==> config.mk <==
export PLATFORM = sky130hd
export DESIGN_NAME = fpd_divider
export DESIGN_NICKNAME = d
export VERILOG_FILES = /design/src/hdl/fpd_pkg.sv /design/src/hdl/fpd_divider.sv
export SDC_FILE = /design/constraint.sdc
export NUM_CORES = 2
export LEC_CHECK = 0
export ABC_AREA = 0
export BUFFER_PORTS_ARGS = -buffer_cell sky130_fd_sc_hd__buf_2
export CORE_AREA = 2 2 482 484
export CTS_BUF_LIST = sky130_fd_sc_hd__clkbuf_4 sky130_fd_sc_hd__clkbuf_8
export DETAILED_ROUTE_END_ITERATION = 8
export DIE_AREA = 0 0 484 486
export HOLD_SLACK_MARGIN = 0.03
export PLACE_DENSITY = 0.57
export SLEW_MARGIN = 20
export SYNTH_ARGS = -nofsm -noshare
export SYNTH_HDL_FRONTEND = slang
export SYNTH_SLANG_ARGS = --single-unit
==> constraint.sdc <==
create_clock -name clock -period 11.9 [get_ports clock]
set_clock_uncertainty 0.05 [all_clocks]
set_input_delay 0 -clock clock [delete_from_list [all_inputs] [get_ports clock]]
set_output_delay 0 -clock clock [all_outputs]
set_load 0.01 [all_outputs]
==> src/hdl/fpd_pkg.sv <==
`default_nettype none

package fpd_pkg;

   // Configuration register indexes.
   localparam logic [2:0] REG_REF_FREQ     = 3'd0;
   localparam logic [2:0] REG_PRESCALE_THR = 3'd1;
   localparam logic [2:0] REG_LOW_BOTTOM   = 3'd2;
   localparam logic [2:0] REG_LOW_TOP      = 3'd3;
   localparam logic [2:0] REG_MID_BOTTOM   = 3'd4;
   localparam logic [2:0] REG_MID_TOP      = 3'd5;
   localparam logic [2:0] REG_HIGH_BOTTOM  = 3'd6;
   localparam logic [2:0] REG_HIGH_TOP     = 3'd7;

   // Register reset values in hertz.
   localparam logic [26:0] RESET_REF_FREQ     = 27'd30720000;
   localparam logic [32:0] RESET_PRESCALE_THR = 33'd5500000000;
   localparam logic [32:0] RESET_LOW_BOTTOM   = 33'd3600000000;
   localparam logic [32:0] RESET_LOW_TOP      = 33'd5000000000;
   localparam logic [32:0] RESET_MID_BOTTOM   = 33'd4800000000;
   localparam logic [32:0] RESET_MID_TOP      = 33'd6600000000;
   localparam logic [32:0] RESET_HIGH_BOTTOM  = 33'd6300000000;
   localparam logic [32:0] RESET_HIGH_TOP     = 33'd7700000000;

   // VCO select values as they appear in the result.
   localparam logic [1:0] VCO_LOW  = 2'd0;
   localparam logic [1:0] VCO_MID  = 2'd1;
   localparam logic [1:0] VCO_HIGH = 2'd2;

   localparam int NUM_DIV  = 7;
   localparam int NUM_BAND = 3;

   // Output dividers in search order 128, 64, 32, 16, 8, 4, 2 as shift counts.
   localparam logic [2:0] DIV_SHIFT [NUM_DIV] = '{3'd7, 3'd6, 3'd5, 3'd4, 3'd3, 3'd2, 3'd1};
   localparam logic [2:0] DIV_CODE  [NUM_DIV] = '{3'd6, 3'd5, 3'd3, 3'd2, 3'd4, 3'd1, 3'd0};

   // Settings that ride along with a request through the ratio divider.
   typedef struct packed {
      logic [1:0]  vsel;
      logic [2:0]  code;
      logic        pre;
      logic [32:0] fvco;
      logic [2:0]  shift;
      logic [27:0] den;
      logic        zero;
      logic        low;
      logic        high;
   } side_type;

endpackage

`default_nettype wire

==> src/hdl/fpd_divider.sv <==
`default_nettype none

// Pipelined restoring divider: floor(fvco * 2^FRAC_BITS / den), four quotient bits
// per stage. The quotient is valid when fvco < 2048 * den.
module fpd_divider #(
   parameter int FRAC_BITS = 20,
   localparam int QW = FRAC_BITS + 11
) (
   input  wire                 clock,
   input  wire                 reset,
   input  wire                 in_valid,
   output logic                in_ready,
   input  fpd_pkg::side_type   in_side,
   output logic                out_valid,
   input  wire                 out_ready,
   output fpd_pkg::side_type   out_side,
   output logic [QW-1:0]       out_quot
);

   localparam int STEPS = 4;
   localparam int NST   = (QW + STEPS - 1) / STEPS;
   localparam int QP    = NST * STEPS;
   localparam int LW    = QP - FRAC_BITS;

   logic                valid_ff [NST];
   logic [27:0]         rem_ff   [NST];
   logic [QP-1:0]       low_ff   [NST];
   logic [QP-1:0]       quot_ff  [NST];
   fpd_pkg::side_type   side_ff  [NST];

   logic                src_valid [NST];
   logic [27:0]         src_rem   [NST];
   logic [QP-1:0]       src_low   [NST];
   logic [QP-1:0]       src_quot  [NST];
   fpd_pkg::side_type   src_side  [NST];

   logic [27:0]         rem_in  [NST];
   logic [QP-1:0]       low_in  [NST];
   logic [QP-1:0]       quot_in [NST];
   logic                en      [NST+1];

   assign en[NST]  = out_ready;
   assign in_ready = en[0];

   for (genvar s = 0; s < NST; s++) begin : g_stage
      assign en[s] = ~valid_ff[s] | en[s+1];

      if (s == 0) begin : g_first
         assign src_valid[s] = in_valid;
         assign src_rem[s]   = 28'(in_side.fvco >> LW);
         assign src_low[s]   = QP'(in_side.fvco) << FRAC_BITS;
         assign src_quot[s]  = '0;
         assign src_side[s]  = in_side;
      end else begin : g_next
         assign src_valid[s] = valid_ff[s-1];
         assign src_rem[s]   = rem_ff[s-1];
         assign src_low[s]   = low_ff[s-1];
         assign src_quot[s]  = quot_ff[s-1];
         assign src_side[s]  = side_ff[s-1];
      end

      always_comb begin
         logic [28:0]   t;
         logic [27:0]   r;
         logic [QP-1:0] l;
         logic [QP-1:0] q;
         r = src_rem[s];
         l = src_low[s];
         q = src_quot[s];
         for (int i = 0; i < STEPS; i++) begin
            t = {r, l[QP-1]};
            l = l << 1;
            if (t >= {1'b0, src_side[s].den}) begin
               t = t - {1'b0, src_side[s].den};
               q = {q[QP-2:0], 1'b1};
            end else begin
               q = {q[QP-2:0], 1'b0};
            end
            r = t[27:0];
         end
         rem_in[s]  = r;
         low_in[s]  = l;
         quot_in[s] = q;
      end

      always_ff @(posedge clock) begin
         if (reset) begin
            valid_ff[s] <= 1'b0;
         end else if (en[s]) begin
            valid_ff[s] <= src_valid[s];
         end
         if (en[s] && src_valid[s]) begin
            rem_ff[s]  <= rem_in[s];
            low_ff[s]  <= low_in[s];
            quot_ff[s] <= quot_in[s];
            side_ff[s] <= src_side[s];
         end
      end
   end

   assign out_valid = valid_ff[NST-1];
   assign out_side  = side_ff[NST-1];
   assign out_quot  = quot_ff[NST-1][QW-1:0];

endmodule

`default_nettype wire
## Word-level counts from Yosys, hierarchy flattened

Memory sizes are Yosys's and may differ from the RTL's.
Cells that the tools add are included.

| storage, ports and cells | value |
|---|---|
| register bits | 0 |
| bits in writable memories | 1296 |
| bits of input ports | 77 |
| output and inout port bits | 106 |
| word-level logic and storage cells | 215 |
| memories kept | 5 |

Memory list:

| name | depth | bits a word | rd ports | clocked after Yosys merged registers in | write ports | line | RTL |
|---|---|---|---|---|---|---|---|
| side_ff | 8 | 73 | 8 | 0 | 8 | fpd_divider.sv:29 | `fpd_pkg::side_type side_ff [NST];` |
| quot_ff | 8 | 32 | 8 | 0 | 8 | fpd_divider.sv:28 | `logic [QP-1:0] quot_ff [NST];` |
| low_ff | 8 | 28 | 7 | 0 | 8 | fpd_divider.sv:27 | `logic [QP-1:0] low_ff [NST];` |
| rem_ff | 8 | 28 | 7 | 0 | 8 | fpd_divider.sv:26 | `logic [27:0] rem_ff [NST];` |
| valid_ff | 8 | 1 | 8 | 0 | 8 | fpd_divider.sv:25 | `logic valid_ff [NST];` |

| operators by class | value |
|---|---|
| $add $sub $neg | 32 |
| $lt $le $gt $ge | 32 |
| mux-type cells | 114 |
| bitwise logic cells | 24 |
| reductions and logical operators | 8 |

Operators by type and width:

| kind | number |
|---|---|
| >= comparator 29 x 28 -> 1 bit | 31 |
| 2-to-1 mux 28 bit | 32 |
| subtractor 28 bit | 31 |
| 2-to-1 mux 1 bit | 82 |
| >= comparator 22 x 28 -> 1 bit | 1 |
| subtractor 22 x 28 -> 28 bit | 1 |
| bitwise OR 1 bit | 16 |
| logical AND 1 bit | 8 |
| NOT 1 bit | 8 |

## Logic depth before layout (Yosys ltp)

An unclocked memory read counts as a cell.

| logic depth | value |
|---|---|
| depth in word-level cells | 14 |
| mapped depth | 59 |

## Least setup slack after synthesis

Ideal clock, no wire load.

| timing path | value |
|---|---|
| path kind | register to register |
| from | memory side_ff[0][4] (netlist bit) |
| to | memory rem_ff[1][23] (data pin) |
| setup time | 0.262 ns |
| data arrival time | 12.277 ns |
| required time | 11.588 ns |
| path slack | -0.689 ns |
| stages on the path, launching flop included | 54 |
| clock period less this slack | 12.589 ns |
| cell sequence | edfxtp_1 > inv_1 > ha_1 > nor2b_1 > o31ai_1 > a211oi_1 > a2111o_1 > o21ai_1 > a31o_2 > a22o_1 > clkbuf_1 > buf_2 > mux2_2 > ha_1 > o21a_1 > o31ai_1 > a211oi_1 > o31ai_1 > [18 not listed] > nand2_1 > o21ai_0 > ha_1 > nor2b_1 > o21ai_0 > a21boi_0 > o21ai_0 > a21boi_0 > o21ai_0 > nand2b_1 > a2111oi_0 > o31ai_1 > a2111oi_0 > nor3_1 > a211o_1 > buf_2 > buf_2 > mux2_1 |

RTL lines:

| item | line |
|---|---|
| from (decl) | fpd_divider.sv:29 |
| to (decl) | fpd_divider.sv:26 |

==> impl_metrics.env <==
export IMPL_start_util=0.349
export IMPL_grt_pass1_vias=71100
export IMPL_final_nets=11500
export IMPL_fin_ws_ns=0.296
export IMPL_synth_edf_count=924
export IMPL_yosysWarningCount=0
export IMPL_synth_area_mm2=0.0800
export IMPL_crit_path_max_incr_delay_ns=0.51
export IMPL_syn_avg_cell_area_um2=9.60
export IMPL_cts_clk_slew_worst_paths_ns=0.06
export IMPL_num_vias=72600
export IMPL_worst_path_max_delay_cell="or4_1"
export IMPL_rsz0062_at_grt="yes"
export IMPL_clock_latency_ns=0.94
export IMPL_ys_flop_type="edfxtp_1"
export IMPL_cts_tree="built"
export IMPL_viasPerCell=5.30
export IMPL_synthCells=8335
export IMPL_synthesis_nets=9304
export IMPL_pre_cts_ws_ns=-0.838
export IMPL_required_ns=12.54
export IMPL_ant_nets=0
export IMPL_ios=183
export IMPL_ys_seq_elements=924
export IMPL_drive_gt1_frac=0.297
export IMPL_period_share=0.975
export IMPL_drv_slew=0
export IMPL_endpoint_kind="flip-flop"
export IMPL_fin_crit_ns=11.60
export IMPL_grt_overflow=0
export IMPL_cts_sinks=924
export IMPL_hpwl_mm=229
export IMPL_drt_wl_total_mm=280
export IMPL_relSlewSlack=0.327
export IMPL_ctsHtreeMaxLevel=4
export IMPL_portBuffers=182
export IMPL_cp_start_kind="flip-flop"
export IMPL_antenna_found_initial=9
export IMPL_die_area_mm2=0.235
export IMPL_fp_row_count=176
export IMPL_synth_distinct_cells=105
export IMPL_dr_pass1_iters=5
export IMPL_final_area_mm2=0.105
export IMPL_finalHoldViolCount=0
export IMPL_clockBufferDepth=3
export IMPL_routabilityCongestion=0.953
export IMPL_drt_initial_drc_count=4832
export IMPL_crit_type="reg2reg"
export IMPL_root_buffer="clkbuf_8"
export IMPL_track_usage=0.228
export IMPL_grt_pass1_wl_mm=420
export IMPL_fp_dieH_um=486
export IMPL_die_w_um=484
export IMPL_arrival_ns=12.24
export IMPL_hold_path_class="in2reg"
export IMPL_async_flop_share=0
export IMPL_tightest_slew_ns=1.01
export IMPL_setup_violations_final=0
export IMPL_drc=0
export IMPL_cts_buffers_inserted=168
export IMPL_crit_fanout=27
export IMPL_dp_cells=13100
export IMPL_post_route_util=0.459
export IMPL_final_cells=13700
export IMPL_outcome="complete, no violations"
export IMPL_crit_top_cell="buf_4"
export IMPL_fmax_ghz=0.0862
export IMPL_area_growth_synth_to_final_pct=31.5
export IMPL_place_area_mm2=0.0976
export IMPL_wire_per_inst_um=20.4
export IMPL_ys_seq_area_frac=0.347
export IMPL_coreArea_mm2=0.229
export IMPL_drv_cap=0
export IMPL_grt_max_degree=68
-- sequential cells by signal, indices dropped and copies added (netlist names) --
register and cells:
quot_ff 136, rem_ff 196, side_ff 584, valid_ff 8
-- logic make-up (layout without fill, tap and decap cells) --
kind of cell | count (synthesis) | count (layout) | share of synthesized area
buf+inv | 723 | 3050 | 0.0384
flops | 924 | 924 | 0.347
simple gates | 2044 | 2044 | 0.123
xor+xnor | 709 | 709 | 0.0776
mux | 489 | 489 | 0.0693
compound gates | 2554 | 2555 | 0.204
fa+ha+maj | 892 | 892 | 0.141
other cells | 0 | 7 | 0
-- critical path: cells and delay by family (launching register included) --
family	cells	cell delay, ns
muxes	4	1.18
DFF	1	0.42
adders and majority gates	4	1.27
and+or+nand+nor	14	3.52
AOI/OAI and AO/OA	18	3.52
buffers and inverters	7	1.19
xor gates and xnor gates	1	0.14
-- area by class of cell --
type / instances / area [um^2]
Antenna cell: 7 / 17.5
Timing Repair Buffer: 2256 / 17400
Tap cell: 3026 / 3790
Inverter: 498 / 1880
Sequential cell: 924 / 27700
Multi-Input combinational cell: 6689 / 50800
Fill cell: 21900 / 124000
Clock buffer: 214 / 2660
Clock inverter: 82 / 891
-- routing by layer --
metal  vias to the layer above  routed length, um  global-route usage
li1                      35600                  -                   -
met5                         -                 13                   0
met4                         2              12600              0.0946
met2                      1855             132000               0.385
met1                     34700             122000               0.296
met3                       461              13200              0.0262
-- per-stage QoR --
stage,hold WS [ns],TNS (ns)
3_5_place_dp,0.129,-79.35
5_1_grt,0.224,-2.48
3_3_place_gp,0.126,-72.53
2_1_floorplan,0.0489,0
6_report,0.259,0
4_1_cts,0.143,0
-- repair_timing --
item | CTS | global route
pin swaps | 26 | 123
setup buffers | 20 | 69
resized for setup | 122 | 307
hold endpoints to repair | 154 | 0
gates cloned | 2 | 9
hold buffers | 152 | 0
endpoints found under the setup margin | 135 | 204
-- cells in the final DEF, fill, tap and decap left out, types with 26 or more instances in the layout --
master and count:
a31oi_1 60, buf_4 1862, and2_1 39, buf_6 26
o21ai_2 30, o21ai_0 486, o211ai_1 40, nor4_1 30
xnor2_1 485, a211o_1 26, or2_2 39, or3_1 38
o21ai_1 69, o21a_1 133, nand4_1 115, nor2_1 524
nand3_1 149, clkbuf_4 46, a211oi_1 50, a21oi_1 693
o31a_1 30, dlygate4sd3_1 152, nand2b_1 115, mux2i_1 34
a21o_1 439, and3_1 68, buf_2 182, nor3_1 126
edfxtp_1 924, a21oi_2 37, mux2_2 422, ha_1 856
clkinv_1 38, nand2_1 570, inv_1 470, xor2_1 224
o31ai_1 30, nor2b_1 103, clkbuf_8 168, o21bai_1 102
-- cells in the mapped netlist (all sizes together) (26+ instances only) --
cell	n	share of area
and3	74	0.0058
mux2i	44	0.0060
clkbuf	95	0.0045
o31ai	48	0.0046
inv	493	0.023
or2	42	0.0033
nor2b	108	0.0084
nor3	132	0.0083
or3	39	0.0031
a221oi	29	0.0033
edfxtp	924	0.35
a21o	439	0.041
a21oi	732	0.046
nand2b	115	0.0090
a31oi	75	0.0059
nand4	116	0.0093
nor2	532	0.025
o21a	137	0.013
mux2	445	0.063
ha	875	0.14
nand2	575	0.027
and2	44	0.0034
xnor2	485	0.053
nor4	35	0.0030
o21bai	102	0.0096
a211oi	65	0.0063
nand3	154	0.0098
o21ai	588	0.037
o31a	30	0.0033
xor2	224	0.025
buf	130	0.011
o211ai	40	0.0038
a211o	26	0.0028
-- worst paths after layout --
| path | start | endpoint | slack (ns) | cells past startpoint |
|---|---|---|---|---|
| min | out_ready | valid_ff[1][3]$_DFFE_PP_ | 0.26 | 5 |
| max reg2reg | rem_ff[0][0]$_DFFE_PP_ | rem_ff[1][3]$_DFFE_PP_ | 0.30 | 48 |
| min reg2reg | side_ff[0][272]$_DFFE_PP_ | side_ff[1][53]$_DFFE_PP_ | 0.35 | 0 |
| max | rem_ff[0][0]$_DFFE_PP_ | rem_ff[1][3]$_DFFE_PP_ | 0.30 | 48 |
Power is left out: the tool's default activity adds up to more than one toggle a clock period on the data nets, which glitch-free logic cannot reach.
